`src/design/assert_macros.svh`:
```
`ifndef ASSERT_MACROS_SVH
`define ASSERT_MACROS_SVH

// Concurrent check sampled on i_clk, off while reset is asserted
`define TRP_ASSERT(lbl, prop, msg) \
    lbl: assert property (@(posedge i_clk) disable iff (!i_rst_n) prop) else $error(msg);

// Concurrent check sampled on i_clk, also active during reset
`define TRP_ASSERT_ALWAYS(lbl, prop, msg) \
    lbl: assert property (@(posedge i_clk) prop) else $error(msg);

`endif

```
`src/design/trp_pkg.sv`:
```
package trp_pkg;

    // Width of the record counter (range 4 to 32)
    localparam int RECORD_COUNT_WIDTH = 16;

    // Parse phase codes
    localparam logic [1:0] PH_TAG = 2'd0;
    localparam logic [1:0] PH_LEN = 2'd1;
    localparam logic [1:0] PH_VAL = 2'd2;

    // Result status codes
    localparam logic [1:0] ST_VALUE = 2'd0;
    localparam logic [1:0] ST_EMPTY = 2'd1;
    localparam logic [1:0] ST_TRUNC = 2'd2;

    typedef logic [RECORD_COUNT_WIDTH-1:0] t_count;

    typedef struct packed {
        logic [7:0]  record_tag;
        logic [7:0]  value_byte;
        logic        record_end;
        logic [1:0]  status;
        logic [15:0] record_number;
    } t_result;

    // Result handed from the parser to the output stage
    typedef struct packed {
        logic    valid;
        t_result res;
    } t_push;

    // Parser state visible to the top level
    typedef struct packed {
        logic [1:0] phase;
        logic       count_zero;
    } t_core_stat;

    // Record count shown on the 16-bit result field: low bits, zero extended
    function automatic logic [15:0] count_to_number(t_count cnt);
        logic [RECORD_COUNT_WIDTH+15:0] ext;
        ext = {16'b0, cnt};
        return ext[15:0];
    endfunction

endpackage

```
`src/design/trp_in_if.sv`:
```
interface trp_in_if;
    logic       valid;
    logic       ready;
    logic [7:0] data_byte;
    logic       buffer_end;

    modport source (output valid, output data_byte, output buffer_end, input ready);
    modport sink   (input valid, input data_byte, input buffer_end, output ready);
endinterface

```
`src/design/trp_out_if.sv`:
```
interface trp_out_if;
    logic        valid;
    logic        ready;
    logic [7:0]  record_tag;
    logic [7:0]  value_byte;
    logic        record_end;
    logic [1:0]  status;
    logic [15:0] record_number;

    modport source (output valid, output record_tag, output value_byte, output record_end,
                    output status, output record_number, input ready);
    modport sink   (input valid, input record_tag, input value_byte, input record_end,
                    input status, input record_number, output ready);
endinterface

```
`src/design/trp_parse_core.sv`:
```
module trp_parse_core (
    input  logic                i_clk,
    input  logic                i_rst_n,
    input  logic                i_accept,
    input  logic [7:0]          i_data_byte,
    input  logic                i_buffer_end,
    output trp_pkg::t_push      o_push,
    output trp_pkg::t_core_stat o_stat
);
    import trp_pkg::*;

    logic [1:0] r_phase, n_phase;
    logic [7:0] r_tag, n_tag;
    logic [7:0] r_remain, n_remain;
    t_count     r_count, n_count;

    logic [7:0] remain_dec;
    logic       emit;
    logic [7:0] emit_value;
    logic       emit_end;
    logic [1:0] emit_status;
    logic       count_inc;

    assign remain_dec = r_remain - 8'd1;

    // Decode one byte against the current phase
    always_comb begin
        n_phase     = r_phase;
        n_tag       = r_tag;
        n_remain    = r_remain;
        emit        = 1'b0;
        emit_value  = 8'd0;
        emit_end    = 1'b0;
        emit_status = ST_VALUE;
        count_inc   = 1'b0;
        unique case (r_phase)
            PH_LEN: begin
                n_remain = i_data_byte;
                if (i_data_byte == 8'd0) begin
                    emit        = 1'b1;
                    emit_end    = 1'b1;
                    emit_status = ST_EMPTY;
                    count_inc   = 1'b1;
                    n_phase     = PH_TAG;
                end else if (i_buffer_end) begin
                    emit        = 1'b1;
                    emit_end    = 1'b1;
                    emit_status = ST_TRUNC;
                end else begin
                    n_phase = PH_VAL;
                end
            end
            PH_VAL: begin
                n_remain   = remain_dec;
                emit       = 1'b1;
                emit_value = i_data_byte;
                if (remain_dec == 8'd0) begin
                    emit_end  = 1'b1;
                    count_inc = 1'b1;
                    n_phase   = PH_TAG;
                end else if (i_buffer_end) begin
                    emit_end    = 1'b1;
                    emit_status = ST_TRUNC;
                end
            end
            default: begin
                // tag byte; the unused phase code behaves the same
                n_tag   = i_data_byte;
                n_phase = PH_LEN;
            end
        endcase

        // saturating record count
        n_count = r_count;
        if (count_inc && (r_count != '1)) begin
            n_count = r_count + t_count'(1);
        end

        // final byte of a buffer returns to the start state
        if (i_buffer_end) begin
            n_phase  = PH_TAG;
            n_tag    = 8'd0;
            n_remain = 8'd0;
            n_count  = '0;
        end
    end

    // State registers advance on each accepted item
    always_ff @(posedge i_clk) begin
        if (!i_rst_n) begin
            r_phase  <= PH_TAG;
            r_tag    <= 8'd0;
            r_remain <= 8'd0;
            r_count  <= '0;
        end else if (i_accept) begin
            r_phase  <= n_phase;
            r_tag    <= n_tag;
            r_remain <= n_remain;
            r_count  <= n_count;
        end
    end

    // Result uses tag and count as they stood before this byte
    assign o_push.valid             = i_accept && emit;
    assign o_push.res.record_tag    = r_tag;
    assign o_push.res.value_byte    = emit_value;
    assign o_push.res.record_end    = emit_end;
    assign o_push.res.status        = emit_status;
    assign o_push.res.record_number = count_to_number(r_count);

    assign o_stat.phase      = r_phase;
    assign o_stat.count_zero = (r_count == '0);

endmodule

```
`src/design/trp_out_stage.sv`:
```
module trp_out_stage (
    input  logic             i_clk,
    input  logic             i_rst_n,
    input  trp_pkg::t_push   i_push,
    input  logic             i_pop_ready,
    output logic             o_valid,
    output trp_pkg::t_result o_res,
    output logic             o_space
);
    import trp_pkg::*;

    logic    r_out_valid;
    logic    r_skid_valid;
    t_result r_out;
    t_result r_skid;
    logic    pop;

    assign pop = r_out_valid && i_pop_ready;

    // Valid flags: output register plus one skid entry
    always_ff @(posedge i_clk) begin
        if (!i_rst_n) begin
            r_out_valid  <= 1'b0;
            r_skid_valid <= 1'b0;
        end else if (r_skid_valid) begin
            if (pop) begin
                r_skid_valid <= 1'b0;
            end
        end else begin
            r_out_valid  <= i_push.valid || (r_out_valid && !pop);
            r_skid_valid <= i_push.valid && r_out_valid && !pop;
        end
    end

    // Payload registers
    always_ff @(posedge i_clk) begin
        if (r_skid_valid) begin
            if (pop) begin
                r_out <= r_skid;
            end
        end else if (i_push.valid) begin
            if (!r_out_valid || pop) begin
                r_out <= i_push.res;
            end else begin
                r_skid <= i_push.res;
            end
        end
    end

    assign o_valid = r_out_valid;
    assign o_res   = r_out;
    assign o_space = !r_skid_valid;

endmodule

```
`src/design/tlv_record_parser.sv`:
```
// TLV record parser: takes one buffer byte per cycle (tag, length, value bytes, with
// buffer_end on the last byte) and gives one result per value byte, one per empty
// record, and a truncated result when the buffer ends inside a record after its tag
// byte; a consumer must drop a record whose last result is marked truncated.
// Throughput is one byte per cycle while input ready is high. The output has a register
// and one skid entry, so input ready drops only while the skid entry is held, i.e. after
// the output stalled with a result pending. No clearing pass after reset.
`include "assert_macros.svh"

module tlv_record_parser (
    input  logic i_clk,
    input  logic i_rst_n,
    trp_in_if.sink    i_in,
    trp_out_if.source o_out
);
    import trp_pkg::*;

    logic       accept;
    logic       space;
    t_push      push;
    t_core_stat core_stat;
    t_result    res;

    assign i_in.ready = space;
    assign accept     = i_in.valid && space;

    // Byte decode and parse state
    trp_parse_core u_core (
        .i_clk        (i_clk),
        .i_rst_n      (i_rst_n),
        .i_accept     (accept),
        .i_data_byte  (i_in.data_byte),
        .i_buffer_end (i_in.buffer_end),
        .o_push       (push),
        .o_stat       (core_stat)
    );

    // Result register with skid entry
    trp_out_stage u_out (
        .i_clk       (i_clk),
        .i_rst_n     (i_rst_n),
        .i_push      (push),
        .i_pop_ready (o_out.ready),
        .o_valid     (o_out.valid),
        .o_res       (res),
        .o_space     (space)
    );

    assign o_out.record_tag    = res.record_tag;
    assign o_out.value_byte    = res.value_byte;
    assign o_out.record_end    = res.record_end;
    assign o_out.status        = res.status;
    assign o_out.record_number = res.record_number;

    // Checks
    `TRP_ASSERT(a_skid_needs_out, !i_in.ready |-> o_out.valid, "skid full with empty output")
    `TRP_ASSERT(a_stall_fills_skid, push.valid && o_out.valid && !o_out.ready |=> !i_in.ready, "stalled result not kept in skid")
    `TRP_ASSERT(a_end_restarts, accept && i_in.buffer_end |=> core_stat.phase == PH_TAG && core_stat.count_zero, "buffer end did not restart parser")
    `TRP_ASSERT_ALWAYS(a_reset_clears, !i_rst_n |=> !o_out.valid && i_in.ready, "reset left a result pending")

endmodule
```
`src/flat_wrapper.sv`:
```
// flat-port wrapper written by rule: the top's interface ports become plain ports
module tlv_record_parser_flat import trp_pkg::*;
  (i_clk, i_rst_n, i_in_valid, i_in_data_byte, i_in_buffer_end, i_in_ready, o_out_valid, o_out_record_tag, o_out_value_byte, o_out_record_end, o_out_status, o_out_record_number, o_out_ready);
  trp_in_if i_in_i ();
  trp_out_if o_out_i ();
  input  logic i_clk;
  input  logic i_rst_n;
  input wire logic [$bits(i_in_i.valid)-1:0] i_in_valid;
  input wire logic [$bits(i_in_i.data_byte)-1:0] i_in_data_byte;
  input wire logic [$bits(i_in_i.buffer_end)-1:0] i_in_buffer_end;
  output wire logic [$bits(i_in_i.ready)-1:0] i_in_ready;
  output wire logic [$bits(o_out_i.valid)-1:0] o_out_valid;
  output wire logic [$bits(o_out_i.record_tag)-1:0] o_out_record_tag;
  output wire logic [$bits(o_out_i.value_byte)-1:0] o_out_value_byte;
  output wire logic [$bits(o_out_i.record_end)-1:0] o_out_record_end;
  output wire logic [$bits(o_out_i.status)-1:0] o_out_status;
  output wire logic [$bits(o_out_i.record_number)-1:0] o_out_record_number;
  input wire logic [$bits(o_out_i.ready)-1:0] o_out_ready;
  assign i_in_i.valid = i_in_valid;
  assign i_in_i.data_byte = i_in_data_byte;
  assign i_in_i.buffer_end = i_in_buffer_end;
  assign i_in_ready = i_in_i.ready;
  assign o_out_valid = o_out_i.valid;
  assign o_out_record_tag = o_out_i.record_tag;
  assign o_out_value_byte = o_out_i.value_byte;
  assign o_out_record_end = o_out_i.record_end;
  assign o_out_status = o_out_i.status;
  assign o_out_record_number = o_out_i.record_number;
  assign o_out_i.ready = o_out_ready;
  tlv_record_parser u_core (.i_clk(i_clk), .i_rst_n(i_rst_n), .i_in(i_in_i), .o_out(o_out_i));
endmodule
```
`config.mk`:
```
export PLATFORM = sky130hd
export DESIGN_NAME = tlv_record_parser_flat
export DESIGN_NICKNAME = d
export VERILOG_FILES = /design/src/design/trp_pkg.sv /design/src/design/trp_in_if.sv /design/src/design/trp_out_if.sv /design/src/design/trp_parse_core.sv /design/src/design/trp_out_stage.sv /design/src/design/tlv_record_parser.sv /design/src/flat_wrapper.sv
export VERILOG_INCLUDE_DIRS = /design/src /design/src/design
export SDC_FILE = /design/constraint.sdc
export NUM_CORES = 1
export LEC_CHECK = 0
export ABC_AREA = 1
export BUFFER_PORTS_ARGS = -buffer_cell sky130_fd_sc_hd__buf_2
export CAP_MARGIN = 20
export CORE_ASPECT_RATIO = 1.5
export CORE_MARGIN = 2
export CORE_UTILIZATION = 41
export DETAILED_ROUTE_END_ITERATION = 7
export MAX_ROUTING_LAYER = met4
export PLACE_DENSITY_LB_ADDON = 0.2
export SLEW_MARGIN = 30
export SYNTH_ARGS = -nofsm -noshare
export SYNTH_HDL_FRONTEND = slang
export SYNTH_SLANG_ARGS = --single-unit
```
`constraint.sdc`:
```
create_clock -name i_clk -period 5.5 [get_ports i_clk]
set_clock_uncertainty 0.15 [all_clocks]
set_input_delay 1.375 -clock i_clk [delete_from_list [all_inputs] [get_ports i_clk]]
set_output_delay 1.375 -clock i_clk [all_outputs]
set_load 0.03 [all_outputs]
```
* Word level (Yosys, flattened, before mapping)
Index checks and enable logic that the tools add are counted.
** Storage, ports and cells
- Input bits :: 13
- Register bits after elaboration :: 106
- Logic and storage cells :: 80
- Output and inout bits :: 37
** Cells by class
- Add/subtract/negate cells :: 2
- Multiplexer cells :: 29
- Bitwise operators :: 2
- Eq/ne operators :: 6
- Reduce and logical (&&, ||, !) cells :: 25
** Operator list (number)
- $mux W35 :: 4
- $mux W16 :: 2
- $mux W8 :: 4
- $add A16 B1 Y16 const B :: 1
- $logic_not A8 Y1 :: 2
- $ne A16 B16 Y1 const B :: 1
- $pmux W8 S2 :: 1
- $mux W2 :: 6
- $pmux W2 S2 :: 2
- $reduce_and A2 Y1 :: 4
- $sub A8 B1 Y8 const B :: 1
- $logic_and A1 B1 Y1 :: 7
- $mux W1 :: 7
- $pmux W1 S2 :: 3
- $reduce_and A3 Y1 :: 2
- $reduce_bool A2 Y1 :: 3
- $ne A2 B1 Y1 const B :: 2
- $logic_not A1 Y1 :: 3
- $ne A3 B3 Y1 const B :: 1
- $reduce_bool A3 Y1 :: 1
- $eq A2 B1 Y1 const B :: 1
- $eq A2 B2 Y1 const B :: 1
- $logic_or A1 B1 Y1 :: 2
- $not A1 Y1 :: 2
- $reduce_or A2 Y1 :: 1

* Depth between registers and ports, before layout
- Depth in word-level cells :: 7
- Gate-level depth with buffers :: 14
- Mapped depth without buffers :: 14

* By module
Synthesis repeated with hierarchy kept, for this count alone.
** Unflattened totals
- Cell total of the unflattened synthesis :: 545
- Area, all modules :: 4897.2 um2
** Modules (own cells, without submodules)
- trp_out_stage :: cells each 200, sequential area each 2142.1 um2, instances 1, area each 2703.8 um2
- trp_parse_core :: cells each 343, sequential area each 680.7 um2, instances 1, area each 2185.8 um2
- tlv_record_parser :: cells each 2, sequential area each 0.0 um2, instances 1, area each 7.5 um2

* Worst setup path before layout
Ideal clock, no wire load.
- Kind :: input port to flip-flop
- From :: input port i_in_data_byte[1]
- To :: register u_core.u_out.r_out (netlist bit u_core.u_out.o_res[0]), enable pin
- Setup time :: 439 ps
- Slack :: 1196 ps
- Stages :: 7
- Arrival time :: 3715 ps
- Path buffers :: 0
- Cell sequence :: nor2_1 > nand3_1 > nor2_1 > nand2_1 > o211ai_1 > nand3_1 > a21oi_1
** On the way
- Word-level cells in the longest chain between the ends :: 6
** Ends and longest elaborated chain
- start, declared :: line flat_wrapper.sv:9 : input wire logic [$bits(i_in_i.data_byte)-1:0] i_in_data_byte;
- $logic_not A8 Y1 :: line trp_parse_core.sv:39 : if (i_data_byte == 8'd0) begin
- $mux W1 :: line trp_parse_core.sv:39
- $pmux W1 S2 :: line trp_parse_core.sv:36 : unique case (r_phase)
- $logic_and A1 B1 Y1 :: line trp_parse_core.sv:104 : assign o_push.valid = i_accept && emit;
- $reduce_bool A2 Y1 (no source line)
- $reduce_and A3 Y1 (no source line)
- end signal, assigned :: line trp_out_stage.sv:39 : r_out <= r_skid;
- end signal, assigned :: line trp_out_stage.sv:43 : r_out <= i_push.res;
- end, declared :: line trp_out_stage.sv:14 : t_result r_out;
Every way passes these cells.
A chain may end at the register's enable or synchronous reset.

* Worst setup path in the final report
- From :: input port i_in_buffer_end
- To :: register u_core.u_out.r_skid[1] in the netlist's numbering, enable pin
** On the way
- Word-level cells in the longest chain between the ends :: 5
** Ends and longest elaborated chain
- start, declared :: line flat_wrapper.sv:10 : input wire logic [$bits(i_in_i.buffer_end)-1:0] i_in_buffer_end;
- $mux W1 :: line trp_parse_core.sv:45 : end else if (i_buffer_end) begin
- $mux W1 :: line trp_parse_core.sv:39
- $pmux W1 S2 :: line trp_parse_core.sv:36
- $logic_and A1 B1 Y1 :: line trp_parse_core.sv:104
- $reduce_and A3 Y1 (no source line)
- end signal, assigned :: line trp_out_stage.sv:45 : r_skid <= i_push.res;
- end, declared :: line trp_out_stage.sv:15 : t_result r_skid;
Every way passes these cells.

==> results.sh <==
export IMPL_run_status="finished clean"
export IMPL_viasPerCell=4.82
export IMPL_grt_first_pass_wirelength_um=16100
export IMPL_setup_viol=0
export IMPL_postCtsHoldBufs=0
export IMPL_grt_ovfl_total=0
export IMPL_worst_setup_path_end_kind="flop"
export IMPL_first_global_vias=3288
export IMPL_max_cap_violations=0
export IMPL_die_x_um=93.2
export IMPL_relSlewSlack=0.523
export IMPL_p_leak_nw=2.12
export IMPL_grt_max_degree=58
export IMPL_yosysUniqueCellTypes=32
export IMPL_drtAntennaViolNets=0
export IMPL_fin_hold_ws_ns=0.310
export IMPL_wl_um=9800
export IMPL_post_route_period_util=0.617
export IMPL_rsz0062_at_grt="false"
export IMPL_post_route_min_period_ns=3.39
export IMPL_start_util=0.422
export IMPL_cts_buffers=9
export IMPL_max_freq_mhz=295
export IMPL_synth_top_area_frac=0.430
export IMPL_synth_top_area_cell="edfxtp_1"
export IMPL_ctsHtreeMaxLevel=3
export IMPL_pin_count=50
export IMPL_syn_nets=543
export IMPL_drt_initial_drc_count=178
export IMPL_postCtsSetupBuffers=0
export IMPL_setup_tns_ns=0
export IMPL_num_vias=3500
export IMPL_area_growth_syn_to_layout_pct=14.8
export IMPL_clk_path_buf_depth=2
export IMPL_finalMaxSlewViolations=0
export IMPL_cts_repair_resized=0
export IMPL_critPathLaunchType="primary input"
export IMPL_hpwl_um=7210
export IMPL_antenna_cells=0
export IMPL_p_total_mw=1.62
export IMPL_synth_seq_cells=106
export IMPL_fp_dieH_um=138
export IMPL_path_max_fanout=20
export IMPL_drc=0
export IMPL_path_clk_slew_ns=0.07
export IMPL_grt_antenna_before_repair=0
export IMPL_wl_per_cell_um=13.5
export IMPL_place_congestion=0.912
export IMPL_yosys_warnings=0
export IMPL_synth_area_mm2=0.00489
export IMPL_io_buffers=49
export IMPL_rows=48
export IMPL_worstMarginPinSlew_ns=0.714
export IMPL_clk_latency_ns=0.34
export IMPL_cts_tree="built"
export IMPL_critical_path_arrival_ns=3.27
export IMPL_cts_sinks=106
export IMPL_syn_instance_count=525
export IMPL_cts_root_buffer="clkbuf_16"
export IMPL_finalHoldViolCount=0
export IMPL_nets=589
export IMPL_power_density_mw_per_mm2=289
export IMPL_worstHoldPathType="flop to flop"
export IMPL_die_area_mm2=0.0128
export IMPL_drive_gt1_frac=0.200
export IMPL_cp_required_ns=5.38
export IMPL_grt_use_total=0.168
export IMPL_core_area_mm2=0.0116
export IMPL_synth_top_cells_by_area="edfxtp_1 (43%), dfxtp_1 (15%), nand2_1 (12%), inv_1 (3.8%), a21oi_1 (3.3%)"
export IMPL_path_class="primary input to flop"
export IMPL_drt_pass1_iterations=5
export IMPL_peakVddDrop_mv=0.203
export IMPL_synth_seq_area_share=0.577
export IMPL_syn_area_per_cell_um2=9.31
-- synthesized netlist by cell type --
cell type and number:
nand3b_1 1, nor2_1 39, clkbuf_1 14, inv_1 49
nand4_1 4, a21oi_1 32, nor3_4 1, nand2_4 2
nand2_1 151, nand2_2 11, xnor2_2 1, o21ai_0 27
o21ai_1 3, nor3_1 7, nor3b_1 2, dfxtp_1 36
a21oi_2 10, a31oi_1 2, xor2_1 11, clkinv_1 1
buf_6 2, buf_12 1, ha_1 5, o211ai_1 3
nand3_1 20, edfxtp_1 70, nor2_2 3, nand3_2 11
buf_2 1, a21oi_4 1, nor2_4 1, inv_2 3
-- worst max-delay path, stage by stage --
cell	delay, ns
buf_2	0.31
inv_1	0.21
o211ai_1	0.28
nand4_1	0.16
inv_1	0.56
buf_4	0.36
-- cell usage in the layout (no fill, tap or decap), types with 6 or more instances in the layout --
cell type / n
nand2_1: 151
edfxtp_1: 70
inv_1: 49
buf_2: 49
nor2_1: 39
dfxtp_1: 36
a21oi_1: 31
o21ai_0: 27
nand3_1: 20
nand3_2: 11
nand2_2: 11
xor2_1: 11
a21oi_2: 10
clkbuf_16: 9
nor3_1: 6
-- stage by stage --
stage	util	setup slack [ns]	instance area [um^2]	std cells
after CTS	0.484	2.11	5610	726
final	0.484	2.11	5620	726
after detailed placement	0.456	1.74	5280	710
after global placement	0.453	1.78	5260	709
after global routing	0.484	1.91	5620	726
after floorplan	-	1.20	4890	525
-- registers in the layout (all words and copies together), names as in the netlist --
name	count
u_core.u_out.r_skid	35
u_core.u_core.r_remain	8
u_core.u_core.r_phase	2
u_core.u_core.r_count	16
u_core.u_out.o_res	35
u_core.u_core.r_tag	8
u_core.u_out.o_valid	1
u_core.u_out.r_skid_valid	1
-- per-layer routing --
metal / share of wire / wire length (um) / up-vias / global-route usage
met5: 0 / 0 / - / -
met4: 0.017 / 164 / 0 / 0.0580
met3: 0.027 / 265 / 11 / 0.0301
met2: 0.51 / 4980 / 57 / 0.283
met1: 0.45 / 4390 / 1611 / 0.202
li1: - / - / 1821 / -
-- path summary, 6_finish.rpt --
check | from | end | slack, ns | cells past startpoint
max reg2reg | u_core.u_core.r_phase[0]$_SDFFE_PN0P_ | u_core.u_out.r_skid[1]$_DFFE_PP_ | 2.46 | 7
min | u_core.u_core.r_tag[7]$_SDFFE_PN0P_ | u_core.u_out.r_skid[34]$_DFFE_PP_ | 0.31 | 0
min reg2reg | u_core.u_core.r_tag[7]$_SDFFE_PN0P_ | u_core.u_out.r_skid[34]$_DFFE_PP_ | 0.31 | 0
max | i_in_buffer_end | u_core.u_out.r_skid[1]$_DFFE_PP_ | 2.11 | 6
-- cell families (layout without fill, tap and decap cells) --
logic type	count (synthesis)	after routing	share of synthesized area
DFF	106	106	0.577
adders and majority gates	5	5	0.0128
and+or+nand+nor	253	253	0.234
xor gates and xnor gates	12	12	0.0230
AOI/OAI and AO/OA	78	78	0.0919
buffers and inverters	71	122	0.0612
-- cell type report --
cell class | instances | area (um^2)
repair buffers | 53 | 295
inverters | 53 | 199
clock inverters | 7 | 101
flip-flops and latches | 106 | 2820
clock buffers | 9 | 225
multi-input cells | 348 | 1780
well taps | 150 | 188
fillers | 1107 | 5980
-- report_power, final --
| part | leakage [nW] | internal [mW] | switching, mW |
|---|---|---|---|
| clock network | 0.158 | 0.404 | 0.286 |
| registers | 0.913 | 0.848 | 0.00621 |
| logic | 1.05 | 0.0242 | 0.0561 |
| total | 2.12 | 1.28 | 0.349 |
Note: power is estimated with default switching activity, not from simulation.
